`src/hw/rtl/pwmps_pkg.sv`:
```
// ----------------------------------------------------------------------------
// PWM phase slot manager package
// Operand widths and the request bundle of the shared multiply-divide unit.
// ----------------------------------------------------------------------------
package pwmps_pkg;

    // Operand A is a period, operand B a phase in 1/16 degree or a whole degree.
    localparam int MULT_A_W = 16;
    localparam int MULT_B_W = 13;
    // The quotient of a 29-bit product divided by 360 or 5760 fits in 21 bits.
    localparam int QUOT_W   = 21;

    typedef struct packed {
        logic start;     // Launch one multiply-divide.
        logic long_div;  // Divide by 5760 when set, by 360 when clear.
    } muldiv_req_t;

endpackage

```
`src/hw/rtl/pwmps_muldiv.sv`:
```
// ----------------------------------------------------------------------------
// Shared multiply-divide unit
// Computes floor(a*b/360) or floor(a*b/5760) through product, estimate and
// quotient registers, and holds the quotient until the next request completes.
// ----------------------------------------------------------------------------
module pwmps_muldiv import pwmps_pkg::*; (
    input  logic                 aclk,
    input  logic                 aresetn,
    input  muldiv_req_t          req,
    input  logic [MULT_A_W-1:0]  op_a,
    input  logic [MULT_B_W-1:0]  op_b,
    output logic                 done,
    output logic [QUOT_W-1:0]    quot
);

    localparam int PROD_W      = MULT_A_W + MULT_B_W;
    localparam int X_W         = PROD_W - 3;
    localparam int RECIP_W     = 24;
    localparam int RECIP_SHIFT = 29;
    localparam int MPROD_W     = X_W + RECIP_W;
    // Both divisors are 45 times a power of two, so the power of two is a shift
    // and the 45 is a multiply by a truncated reciprocal.
    localparam logic [RECIP_W-1:0] RECIP = RECIP_W'((64'd1 << RECIP_SHIFT) / 64'd45);
    localparam logic [X_W-1:0]     DIV45 = X_W'(45);

    logic                 v1_reg, v2_reg, done_reg;
    logic                 long_reg;
    logic [PROD_W-1:0]    prod_reg;
    logic [X_W-1:0]       x_reg;
    logic [MPROD_W-1:0]   mprod_reg;
    logic [QUOT_W-1:0]    quot_reg;

    logic [X_W-1:0]       x_next;
    logic [QUOT_W-1:0]    q0;
    logic [X_W-1:0]       back;
    logic [X_W-1:0]       rem;
    logic [QUOT_W-1:0]    quot_next;

    always_comb begin
        x_next = long_reg ? X_W'(prod_reg >> 7) : X_W'(prod_reg >> 3);
        // The estimate is low by at most one, so one compare corrects it.
        q0        = QUOT_W'(mprod_reg >> RECIP_SHIFT);
        back      = X_W'(q0) * DIV45;
        rem       = x_reg - back;
        quot_next = (rem >= DIV45) ? q0 + QUOT_W'(1) : q0;
    end

    always_ff @(posedge aclk) begin
        if (!aresetn) begin
            v1_reg   <= 1'b0;
            v2_reg   <= 1'b0;
            done_reg <= 1'b0;
        end else begin
            v1_reg   <= req.start;
            v2_reg   <= v1_reg;
            done_reg <= v2_reg;
        end
        long_reg  <= req.long_div;
        prod_reg  <= PROD_W'(op_a) * PROD_W'(op_b);
        x_reg     <= x_next;
        mprod_reg <= MPROD_W'(x_next) * MPROD_W'(RECIP);
        // The operands may change once a request is launched, so only the
        // quotient of the launched request is captured.
        if (v2_reg) begin
            quot_reg <= quot_next;
        end
    end

    assign done = done_reg;
    assign quot = quot_reg;

endmodule

```
`src/hw/rtl/pwm_phase_slot_manager_core.sv`:
```
// ----------------------------------------------------------------------------
// PWM phase slot manager
// Keeps timer periods and master compare slots for phase-interleaved timers.
//
//   Channel   Direction  Ports
//   request   in         s_valid s_ready s_kind s_timer_index s_phase_q4
//                        s_new_period
//   result    out        m_valid m_ready m_write_kind m_target_timer
//                        m_target_slot m_write_value m_last
//
// A period request writes the period, then a slot compare for each used slot
// from slot 0 up; a phase request writes the timer's phase compare and, when
// the master period is nonzero, a slot compare and a slot reset. The shared
// multiply-divide unit is used once per compare value.
// Requests with an invalid timer or a zero phase are accepted with no write.
// Synchronous reset clears all periods and slots. A stalled result holds the
// sequencer, while the result register lets the next request in once idle.
// ----------------------------------------------------------------------------
module pwm_phase_slot_manager_core import pwmps_pkg::*; #(
    parameter int NUM_SLOTS   = 4,
    parameter int NUM_TIMERS  = 5,
    parameter int PERIOD_BITS = 16
) (
    input  logic        aclk,
    input  logic        aresetn,
    input  logic        s_valid,
    output logic        s_ready,
    input  logic        s_kind,
    input  logic [2:0]  s_timer_index,
    input  logic [12:0] s_phase_q4,
    input  logic [15:0] s_new_period,
    output logic        m_valid,
    input  logic        m_ready,
    output logic [1:0]  m_write_kind,
    output logic [2:0]  m_target_timer,
    output logic [1:0]  m_target_slot,
    output logic [15:0] m_write_value,
    output logic        m_last
);

    localparam int SLOT_W  = (NUM_SLOTS > 1) ? $clog2(NUM_SLOTS) : 1;
    localparam int SLOT_XW = (SLOT_W > 2) ? SLOT_W : 2;
    localparam int TIMER_W = (NUM_TIMERS > 1) ? $clog2(NUM_TIMERS) : 1;
    localparam int DEG_W   = 9;

    localparam logic [15:0] PER_MASK =
        (PERIOD_BITS >= 16) ? 16'hFFFF : 16'((32'd1 << PERIOD_BITS) - 32'd1);
    localparam logic [QUOT_W-1:0] Q_MAX =
        (PERIOD_BITS >= QUOT_W) ? {QUOT_W{1'b1}}
                                : QUOT_W'((64'd1 << PERIOD_BITS) - 64'd1);
    localparam logic [DEG_W-1:0] DEG_MAX = 9'h1FF;
    localparam logic [SLOT_W-1:0] SLOT_LAST = SLOT_W'(NUM_SLOTS - 1);

    localparam logic [1:0] WK_PERIOD     = 2'd0;
    localparam logic [1:0] WK_PHASE      = 2'd1;
    localparam logic [1:0] WK_SLOT_CMP   = 2'd2;
    localparam logic [1:0] WK_RESET_SLOT = 2'd3;

    localparam logic KIND_PERIOD = 1'b1;

    typedef enum logic [3:0] {
        ST_IDLE, ST_PER_OUT, ST_SCAN, ST_SLOT_WAIT, ST_SLOT_OUT,
        ST_PH_START, ST_PH_WAIT, ST_PH_OUT, ST_PICK, ST_MC_WAIT,
        ST_MC_OUT, ST_RS_OUT
    } state_t;

    state_t              state_reg, state_next;
    logic [2:0]          timer_reg, timer_next;
    logic [12:0]         phase_reg, phase_next;
    logic [SLOT_W-1:0]   slot_idx_reg, slot_idx_next;
    logic [15:0]         master_period_reg, master_period_next;
    logic [15:0]         timer_period_reg [NUM_TIMERS];
    logic [15:0]         timer_period_next [NUM_TIMERS];
    logic [NUM_SLOTS-1:0] slot_used_reg, slot_used_next;
    logic [DEG_W-1:0]    slot_degree_reg [NUM_SLOTS];
    logic [DEG_W-1:0]    slot_degree_next [NUM_SLOTS];

    logic                out_valid_reg, out_valid_next;
    logic [1:0]          out_kind_reg, out_kind_next;
    logic [2:0]          out_timer_reg, out_timer_next;
    logic [1:0]          out_slot_reg, out_slot_next;
    logic [15:0]         out_value_reg, out_value_next;
    logic                out_last_reg, out_last_next;

    muldiv_req_t         md_req;
    logic [MULT_A_W-1:0] md_a;
    logic [MULT_B_W-1:0] md_b;
    logic                md_done;
    logic [QUOT_W-1:0]   md_quot;

    logic                accept;
    logic                out_free;
    logic [15:0]         quot_sat;
    logic [13:0]         deg_sum;
    logic [DEG_W-1:0]    deg_new;
    logic                hit_found, free_found;
    logic [SLOT_W-1:0]   hit_idx, free_idx, pick_idx;
    logic                used_above;
    logic [SLOT_XW-1:0]  slot_wide;
    logic [15:0]         period_in;

    pwmps_muldiv u_muldiv (
        .aclk    (aclk),
        .aresetn (aresetn),
        .req     (md_req),
        .op_a    (md_a),
        .op_b    (md_b),
        .done    (md_done),
        .quot    (md_quot)
    );

    assign s_ready  = (state_reg == ST_IDLE);
    assign accept   = s_valid && s_ready;
    assign out_free = !out_valid_reg || m_ready;
    assign period_in = s_new_period & PER_MASK;

    // Compare values above the period maximum saturate; the port keeps 16 bits.
    always_comb begin
        logic [QUOT_W-1:0] q;
        q        = (md_quot > Q_MAX) ? Q_MAX : md_quot;
        quot_sat = q[15:0];
    end

    // Round the phase to whole degrees.
    always_comb begin
        deg_sum = {1'b0, phase_reg} + 14'd8;
        deg_new = (deg_sum[13:4] > {1'b0, DEG_MAX}) ? DEG_MAX : deg_sum[12:4];
    end

    // Slot choice: a used slot of the same degree, else the lowest free one,
    // else the last slot is taken over.
    always_comb begin
        hit_found  = 1'b0;
        free_found = 1'b0;
        hit_idx    = '0;
        free_idx   = '0;
        used_above = 1'b0;
        for (int i = NUM_SLOTS - 1; i >= 0; i--) begin
            if (slot_used_reg[i] && slot_degree_reg[i] == deg_new) begin
                hit_found = 1'b1;
                hit_idx   = SLOT_W'(i);
            end
            if (!slot_used_reg[i]) begin
                free_found = 1'b1;
                free_idx   = SLOT_W'(i);
            end
            if (slot_used_reg[i] && i > int'(slot_idx_reg)) begin
                used_above = 1'b1;
            end
        end
        pick_idx = hit_found ? hit_idx : (free_found ? free_idx : SLOT_LAST);
    end

    assign slot_wide = SLOT_XW'(slot_idx_reg);

    always_comb begin
        state_next         = state_reg;
        timer_next         = timer_reg;
        phase_next         = phase_reg;
        slot_idx_next      = slot_idx_reg;
        master_period_next = master_period_reg;
        timer_period_next  = timer_period_reg;
        slot_used_next     = slot_used_reg;
        slot_degree_next   = slot_degree_reg;
        out_valid_next     = out_valid_reg && !m_ready;
        out_kind_next      = out_kind_reg;
        out_timer_next     = out_timer_reg;
        out_slot_next      = out_slot_reg;
        out_value_next     = out_value_reg;
        out_last_next      = out_last_reg;
        md_req.start       = 1'b0;
        md_req.long_div    = 1'b0;
        md_a               = master_period_reg;
        md_b               = MULT_B_W'(slot_degree_reg[slot_idx_reg]);

        unique case (state_reg)
            ST_IDLE: begin
                if (accept && 32'(s_timer_index) < NUM_TIMERS) begin
                    timer_next    = s_timer_index;
                    phase_next    = s_phase_q4;
                    slot_idx_next = '0;
                    if (s_kind == KIND_PERIOD) begin
                        master_period_next = period_in;
                        timer_period_next[s_timer_index[TIMER_W-1:0]] = period_in;
                        state_next = ST_PER_OUT;
                    end else if (s_phase_q4 != 13'd0) begin
                        state_next = ST_PH_START;
                    end
                end
            end
            ST_PER_OUT: begin
                if (out_free) begin
                    out_valid_next = 1'b1;
                    out_kind_next  = WK_PERIOD;
                    out_timer_next = timer_reg;
                    out_slot_next  = 2'd0;
                    out_value_next = master_period_reg;
                    out_last_next  = (slot_used_reg == '0);
                    state_next     = (slot_used_reg == '0) ? ST_IDLE : ST_SCAN;
                end
            end
            ST_SCAN: begin
                // A used slot is known to exist at or above the index here.
                if (slot_used_reg[slot_idx_reg]) begin
                    md_req.start = 1'b1;
                    state_next   = ST_SLOT_WAIT;
                end else begin
                    slot_idx_next = slot_idx_reg + SLOT_W'(1);
                end
            end
            ST_SLOT_WAIT: begin
                if (md_done) begin
                    state_next = ST_SLOT_OUT;
                end
            end
            ST_SLOT_OUT: begin
                if (out_free) begin
                    out_valid_next = 1'b1;
                    out_kind_next  = WK_SLOT_CMP;
                    out_timer_next = timer_reg;
                    out_slot_next  = slot_wide[1:0];
                    out_value_next = quot_sat;
                    out_last_next  = !used_above;
                    if (used_above) begin
                        slot_idx_next = slot_idx_reg + SLOT_W'(1);
                        state_next    = ST_SCAN;
                    end else begin
                        state_next = ST_IDLE;
                    end
                end
            end
            ST_PH_START: begin
                md_req.start    = 1'b1;
                md_req.long_div = 1'b1;
                md_a            = timer_period_reg[timer_reg[TIMER_W-1:0]];
                md_b            = phase_reg;
                state_next      = ST_PH_WAIT;
            end
            ST_PH_WAIT: begin
                if (md_done) begin
                    state_next = ST_PH_OUT;
                end
            end
            ST_PH_OUT: begin
                if (out_free) begin
                    out_valid_next = 1'b1;
                    out_kind_next  = WK_PHASE;
                    out_timer_next = timer_reg;
                    out_slot_next  = 2'd0;
                    out_value_next = quot_sat;
                    out_last_next  = (master_period_reg == 16'd0);
                    state_next     = (master_period_reg == 16'd0) ? ST_IDLE : ST_PICK;
                end
            end
            ST_PICK: begin
                slot_idx_next              = pick_idx;
                slot_used_next[pick_idx]   = 1'b1;
                slot_degree_next[pick_idx] = deg_new;
                md_req.start               = 1'b1;
                md_b                       = MULT_B_W'(deg_new);
                state_next                 = ST_MC_WAIT;
            end
            ST_MC_WAIT: begin
                if (md_done) begin
                    state_next = ST_MC_OUT;
                end
            end
            ST_MC_OUT: begin
                if (out_free) begin
                    out_valid_next = 1'b1;
                    out_kind_next  = WK_SLOT_CMP;
                    out_timer_next = timer_reg;
                    out_slot_next  = slot_wide[1:0];
                    out_value_next = quot_sat;
                    out_last_next  = 1'b0;
                    state_next     = ST_RS_OUT;
                end
            end
            ST_RS_OUT: begin
                if (out_free) begin
                    out_valid_next = 1'b1;
                    out_kind_next  = WK_RESET_SLOT;
                    out_timer_next = timer_reg;
                    out_slot_next  = slot_wide[1:0];
                    out_value_next = 16'(slot_idx_reg);
                    out_last_next  = 1'b1;
                    state_next     = ST_IDLE;
                end
            end
            default: begin
                state_next = ST_IDLE;
            end
        endcase
    end

    always_ff @(posedge aclk) begin
        if (!aresetn) begin
            state_reg         <= ST_IDLE;
            out_valid_reg     <= 1'b0;
            master_period_reg <= '0;
            slot_used_reg     <= '0;
            for (int i = 0; i < NUM_TIMERS; i++) begin
                timer_period_reg[i] <= '0;
            end
            for (int i = 0; i < NUM_SLOTS; i++) begin
                slot_degree_reg[i] <= '0;
            end
        end else begin
            state_reg         <= state_next;
            out_valid_reg     <= out_valid_next;
            master_period_reg <= master_period_next;
            slot_used_reg     <= slot_used_next;
            timer_period_reg  <= timer_period_next;
            slot_degree_reg   <= slot_degree_next;
        end
        timer_reg     <= timer_next;
        phase_reg     <= phase_next;
        slot_idx_reg  <= slot_idx_next;
        out_kind_reg  <= out_kind_next;
        out_timer_reg <= out_timer_next;
        out_slot_reg  <= out_slot_next;
        out_value_reg <= out_value_next;
        out_last_reg  <= out_last_next;
    end

    assign m_valid        = out_valid_reg;
    assign m_write_kind   = out_kind_reg;
    assign m_target_timer = out_timer_reg;
    assign m_target_slot  = out_slot_reg;
    assign m_write_value  = out_value_reg;
    assign m_last         = out_last_reg;

endmodule

```
`config.mk`:
```
export PLATFORM = sky130hd
export DESIGN_NAME = pwm_phase_slot_manager_core
export DESIGN_NICKNAME = d
export VERILOG_FILES = /design/src/hw/rtl/pwmps_pkg.sv /design/src/hw/rtl/pwmps_muldiv.sv /design/src/hw/rtl/pwm_phase_slot_manager_core.sv
export SDC_FILE = /design/constraint.sdc
export NUM_CORES = 2
export LEC_CHECK = 0
export BUFFER_PORTS_ARGS = -buffer_cell sky130_fd_sc_hd__buf_2
export CAP_MARGIN = 20
export CORE_ASPECT_RATIO = 0.9
export CORE_MARGIN = 10
export CORE_UTILIZATION = 45
export CTS_CLUSTER_DIAMETER = 200
export DETAILED_ROUTE_END_ITERATION = 16
export PLACE_DENSITY = 0.57
export SLEW_MARGIN = 10
export SYNTH_ARGS = -nofsm -noshare
export SYNTH_HDL_FRONTEND = slang
export SYNTH_SLANG_ARGS = --single-unit
```
`constraint.sdc`:
```
create_clock -name aclk -period 14.8 [get_ports aclk]
set_input_delay 2.22 -clock aclk [delete_from_list [all_inputs] [get_ports aclk]]
set_output_delay 2.22 -clock aclk [all_outputs]
set_load 0.005 [all_outputs]
```
* Word-level counts from Yosys, hierarchy flattened
Cells that the tools add are included.
Storage, ports and cells: bits in writable memories 0, word-level logic and storage cells 216, output and inout bits 26, latch bits 0, bits of input ports 37, memories 0, register bits after elaboration 308, memory bits (read-only) 0
Cells by class: divide/modulo/power cells 0, shift-type cells 0, add/sub/neg operators 4, order comparisons 16, mux-type cells 86, bitwise operators 5, reductions and logical operators 41, equal/unequal tests 32, $mul 3
Operators with widths (number):
- 16-bit two-way mux | 8
- 80-bit bitwise mux | 1
- 4-bit two-way mux | 13
- 16-bit binary-select mux with 3-bit select | 1
- 16-bit demux with 3-bit select | 1
- 16-bit one-hot mux with 3 select lines | 1
- 4-bit one-hot mux with 12 select lines | 1
- 26-bit by 19-bit multiplier with 45-bit output, second input constant | 1
- 2-bit two-way mux | 21
- 36-bit bitwise mux | 1
- 9-bit equality test | 4
- 9-bit two-way mux | 4
- 16-bit by 13-bit multiplier with 29-bit output | 1
- 26-bit by 6-bit >= comparator with 1-bit output, second input constant | 1
- 21-bit by 6-bit multiplier with 26-bit output, second input constant | 1
- 26-bit two-way mux | 1
- 13-bit one-hot mux with 2 select lines | 1
- 26-bit subtractor | 1
- 1-bit two-way mux | 22
- 21-bit by 1-bit adder with 21-bit output, second input constant | 1
- 21-bit by 16-bit greater-than comparator with 1-bit output, second input constant | 1
- 21-bit two-way mux | 1
- 9-bit binary-select mux with 2-bit select | 1
- 9-bit demux with 2-bit select | 1
- other kinds (47) | 97

* Logic depth before layout (Yosys ltp)
depth after elaboration 16, mapped depth 30, gate-level depth less buffers 29

* Cells and area by module
A second synthesis with hierarchy kept.
Second synthesis, totals: cell total of the unflattened synthesis 3319, area, all modules 30910.9 µm²
By module, submodules not included:
- pwmps_muldiv | cells an instance 2267, area an instance 21053.9 µm², times used 1
- pwm_phase_slot_manager_core | cells an instance 1052, area an instance 9857.0 µm², times used 1

* Worst setup path after synthesis
OpenSTA, ideal clock, no wires.
path kind register -> register, start point register slot_idx_reg[0], end point register u_muldiv.prod_reg[28], setup time 72 ps, arrival time 6882 ps, cell stages (with the launch flop) 26, setup slack 7846 ps, path through edfxtp_1 -> buf_1 -> mux4_2 -> a221oi_1 -> clkbuf_1 -> nor2_1 -> fa_1 -> inv_1 -> fa_1 -> inv_1 -> fa_1 -> inv_1 -> fa_1 -> fa_1 -> inv_1 -> ha_1 -> o21ai_0 -> a21oi_1 -> o221a_2 -> o21ai_0 -> a311oi_1 -> o21a_1 -> o21ai_0 -> nand2b_1 -> a21oi_1 -> xnor2_1
Between the ends: cells in the longest elaborated chain, start to end 6
Ends and longest elaborated chain:
- from (decl) | line pwm_phase_slot_manager_core.sv:70 | logic [SLOT_W-1:0] slot_idx_reg, slot_idx_next;
- from (signal assigned) | line pwm_phase_slot_manager_core.sv:318 | slot_idx_reg <= slot_idx_next;
- 2-bit inverter with 3-bit output (not written as such) | line pwm_phase_slot_manager_core.sv:174 | md_b = MULT_B_W'(slot_degree_reg[slot_idx_reg]);
- 9-bit binary-select mux with 2-bit select | line pwm_phase_slot_manager_core.sv:174
- 9-bit two-way mux (not written as such) (2 in series) | line pwm_phase_slot_manager_core.sv:174
- 13-bit one-hot mux with 2 select lines | line pwm_phase_slot_manager_core.sv:176 | unique case (state_reg)
- 16-bit by 13-bit multiplier with 29-bit output | line pwmps_muldiv.sv:59 | prod_reg <= PROD_W'(op_a) * PROD_W'(op_b);
- to (signal assigned) | line pwmps_muldiv.sv:59
- to (decl) | line pwmps_muldiv.sv:28 | logic [PROD_W-1:0] prod_reg;
No other way between the ends. The select of a mux whose other input is x is not followed. A chain may end at the register's enable or synchronous reset.

* Final worst setup path
start point register state_reg[3], end point register u_muldiv.prod_reg[28]
Between the ends: cells in the longest elaborated chain, start to end 3, elaborated cells on any way between the ends 5
Ends and longest elaborated chain:
- from (decl) | line pwm_phase_slot_manager_core.sv:67 | state_t state_reg, state_next;
- from (signal assigned) | line pwm_phase_slot_manager_core.sv:309 | state_reg <= state_next;
- 4-bit equality test or 4-bit by 3-bit equality test with 1-bit output (tied branches) | line pwm_phase_slot_manager_core.sv:176
- 13-bit one-hot mux with 2 select lines or 16-bit two-way mux (tied branches) | line pwm_phase_slot_manager_core.sv:176
- 16-bit by 13-bit multiplier with 29-bit output (*) | line pwmps_muldiv.sv:59
Every way passes the cells marked *; elsewhere a longest branch is shown, timed or not.

==> flow_metrics.py <==
metrics = {
    "run_status": {
        "status": "complete, no violations",
    },
    "worst_setup_path": {
        "r2r_start": "state_reg[3]",
        "required_ns": 15.27,
        "crit_start": "state_reg[3]",
        "r2r_slack_ns": 5.21,
        "cp-start-kind": "flip-flop",
        "path_class": "flip-flop to flip-flop",
        "slowest_stage": "clkinv_1",
        "arrival_ns": 10.06,
        "worstPathMaxFanout": 36,
        "worst_path_most_repeated_cell": "fa_1",
        "timing.rr.end": "u_muldiv.prod_reg[28]",
        "rr_worst_depth": 25,
        "max_stage_delay_ns": 1.09,
        "crit_end": "u_muldiv.prod_reg[28]",
        "end_kind": "flip-flop",
    },
    "place": {
        "gp_congestion": 0.9093,
        "dp_hpwl_microns": 64620,
        "place_area_sq_um": 30600,
        "pre_cts_slack_ns": 5.106,
        "io_buffers": 62,
    },
    "die": {
        "die_x_microns": 289.5,
        "initial_utilization_pct": 45.68,
        "placementRows": 88,
        "core_sq_um": 64410,
        "die_h_microns": 262.6,
        "io_pins": 63,
        "die_area_sq_um": 76020,
    },
    "pwr": {
        "vdd_drop_max_mv": 0.3891,
        "power_per_cell_area_nw_per_um2": 240.3,
        "p_leak_uw": 0.01480,
        "finalPower_uw": 7632,
    },
    "synthesis": {
        "synth_seq_cells": 281,
        "yosysSeqAreaShare_pct": 21.26,
        "syn_inst": 3160,
        "avgSynthCellArea_sq_um": 9.310,
        "yosysUniqueCellTypes": 79,
        "syn-cell-area_sq_um": 29420,
        "synth_nets": 3891,
        "synth-edff-count": 63,
        "synth_warnings": 0,
        "synthArstFlopShare_pct": 0,
        "yosys_most_used_dff": "dfxtp_1",
    },
    "timing": {
        "fin_crit_sh_pct": 64.83,
        "relSlewSlack_pct": 24.11,
        "max_freq_ghz": 0.1042,
        "rsz0062_at_grt": "no",
        "maxSlewViolCount": 0,
        "whs_ns": 0.4419,
        "setup_violations": 0,
        "final.setup.tns_ns": 0,
        "finClkSkew_ns": 0.02566,
        "setup_ws_ns": 5.205,
        "layout_min_cycle_time_ns": 9.595,
        "tightest_slew_ns": 1.138,
        "hold_viol_final": 0,
    },
    "detailed_routing": {
        "avgRoutedWirePerCell_microns": 19.35,
        "vias": 21700,
        "totalWireLength_microns": 78670,
        "remaining_drc_errors": 0,
        "viasPerCell": 5.337,
        "ant_nets": 0,
        "first_pass_iters": 5,
        "drt-initial-drc-count": 1546,
    },
    "cts": {
        "htree_levels": 2,
        "clk_latency_ns": 0.56,
        "cts_buffers": 35,
        "ctsRootBufferMaster": "clkbuf_16",
        "cts_setup_buffers": 0,
        "clockBufferDepth": 3,
        "cts_tree": "yes",
        "hold_buffers": 0,
        "ctsResizeCount": 0,
        "cts_sinks": 281,
        "path_clk_slew_ns": 0.06,
    },
    "final_layout": {
        "drive_gt1_share_pct": 6.636,
        "nets": 3916,
        "mostFrequentLayoutCells": "inv_1 (629), nand2_1 (398), fa_1 (384)",
        "largest_reg_flops": 80,
        "final_common_cell": "inv_1",
        "post-route-cell-area_sq_um": 31760,
        "area_delta_synth_final_pct": 7.961,
        "fill_cells": 6011,
    },
    "global_route": {
        "grt_pass1_wl_microns": 127100,
        "grt_antenna_before_repair": 0,
        "overflow": 0,
        "grt_pass1_vias": 22778,
        "track_usage_pct": 20.95,
        "grt_max_degree": 90,
    },
    "run": {
        "maxCapViolations": 0,
    },
    "min_path": {
        "hold_class": "flip-flop to flip-flop",
    },
}
metrics by stage:
| stage | std cells | util [%] |
|---|---|---|
| after floorplan | 3160 | - |
| after global placement | 3997 | 47.47 |
| after detailed placement | 3999 | 47.50 |
| after CTS | 4061 | 49.24 |
| after global routing | 4065 | 49.31 |
| final | 4066 | 49.31 |
worst max-delay path, delay by kind of cell, from the launching register on:
family	cells	cell delay, ns
simple gates	6	2.21
buf+inv	3	1.43
compound gates	9	2.09
flops	1	0.74
xor+xnor	1	0.13
fa+ha+maj	6	2.90
synthesized netlist by cell type (55+ instances only):
cell	number	area, sq um
a21boi_0	83	623.1
a21oi_1	84	420.4
clkbuf_1	76	285.3
dfxtp_1	218	4364
edfxtp_1	63	1892
fa_1	384	7687
ha_1	310	3879
inv_1	629	2361
nand2_1	398	1494
nand3_1	55	275.3
nor2_1	147	551.8
o21ai_0	100	500.5
xnor2_1	68	595.6
metal layers:
layer	vias up	GRT usage, %	part of all wire (%)
met3	85	3.204	6.0
met5	-	0	0
met1	10837	31.15	49
met2	580	31.73	44
li1	10198	-	-
met4	0	4.335	1.7
where the power goes:
part | switching (uW) | leakage, uW | internal (uW)
Sequential | 143 | 0.00236 | 931
Clock | 346 | 0.000546 | 486
Combinational | 3350 | 0.0119 | 2370
cell families after synthesis:
logic type / share of synthesized area [%]
buffers and inverters: 9.301
DFF: 21.26
muxes: 4.019
and+or+nand+nor: 12.66
xor gates and xnor gates: 3.534
adders and majority gates: 39.31
AOI/OAI and AO/OA: 9.913
how the worst min path moves through the flow:
stage | start | endpoint | slack [ns] | cells after the start
after floorplan | u_muldiv.v1_reg | u_muldiv.v2_reg | 0.41 | 1
after global placement | u_muldiv.v1_reg | u_muldiv.v2_reg | 0.42 | 1
after detailed placement | u_muldiv.v1_reg | u_muldiv.v2_reg | 0.43 | 1
after CTS | u_muldiv.v1_reg | u_muldiv.v2_reg | 0.45 | 1
after global routing | u_muldiv.v1_reg | u_muldiv.v2_reg | 0.46 | 1
final | u_muldiv.v1_reg | u_muldiv.v2_reg | 0.44 | 1
area by class of cell:
cell class / instances / area (sq um) / area share [%]
Multi-Input combinational cell: 2155 / 20480 / 64.48
Sequential cell: 281 / 6256 / 19.70
Inverter: 630 / 2365 / 7.445
Tap cell: 855 / 1070 / 3.368
Clock buffer: 51 / 985.9 / 3.104
Timing Repair Buffer: 82 / 470.5 / 1.481
Clock inverter: 11 / 132.6 / 0.4176
Antenna cell: 1 / 2.502 / 0.007878
(Power assumes the default switching activity.)
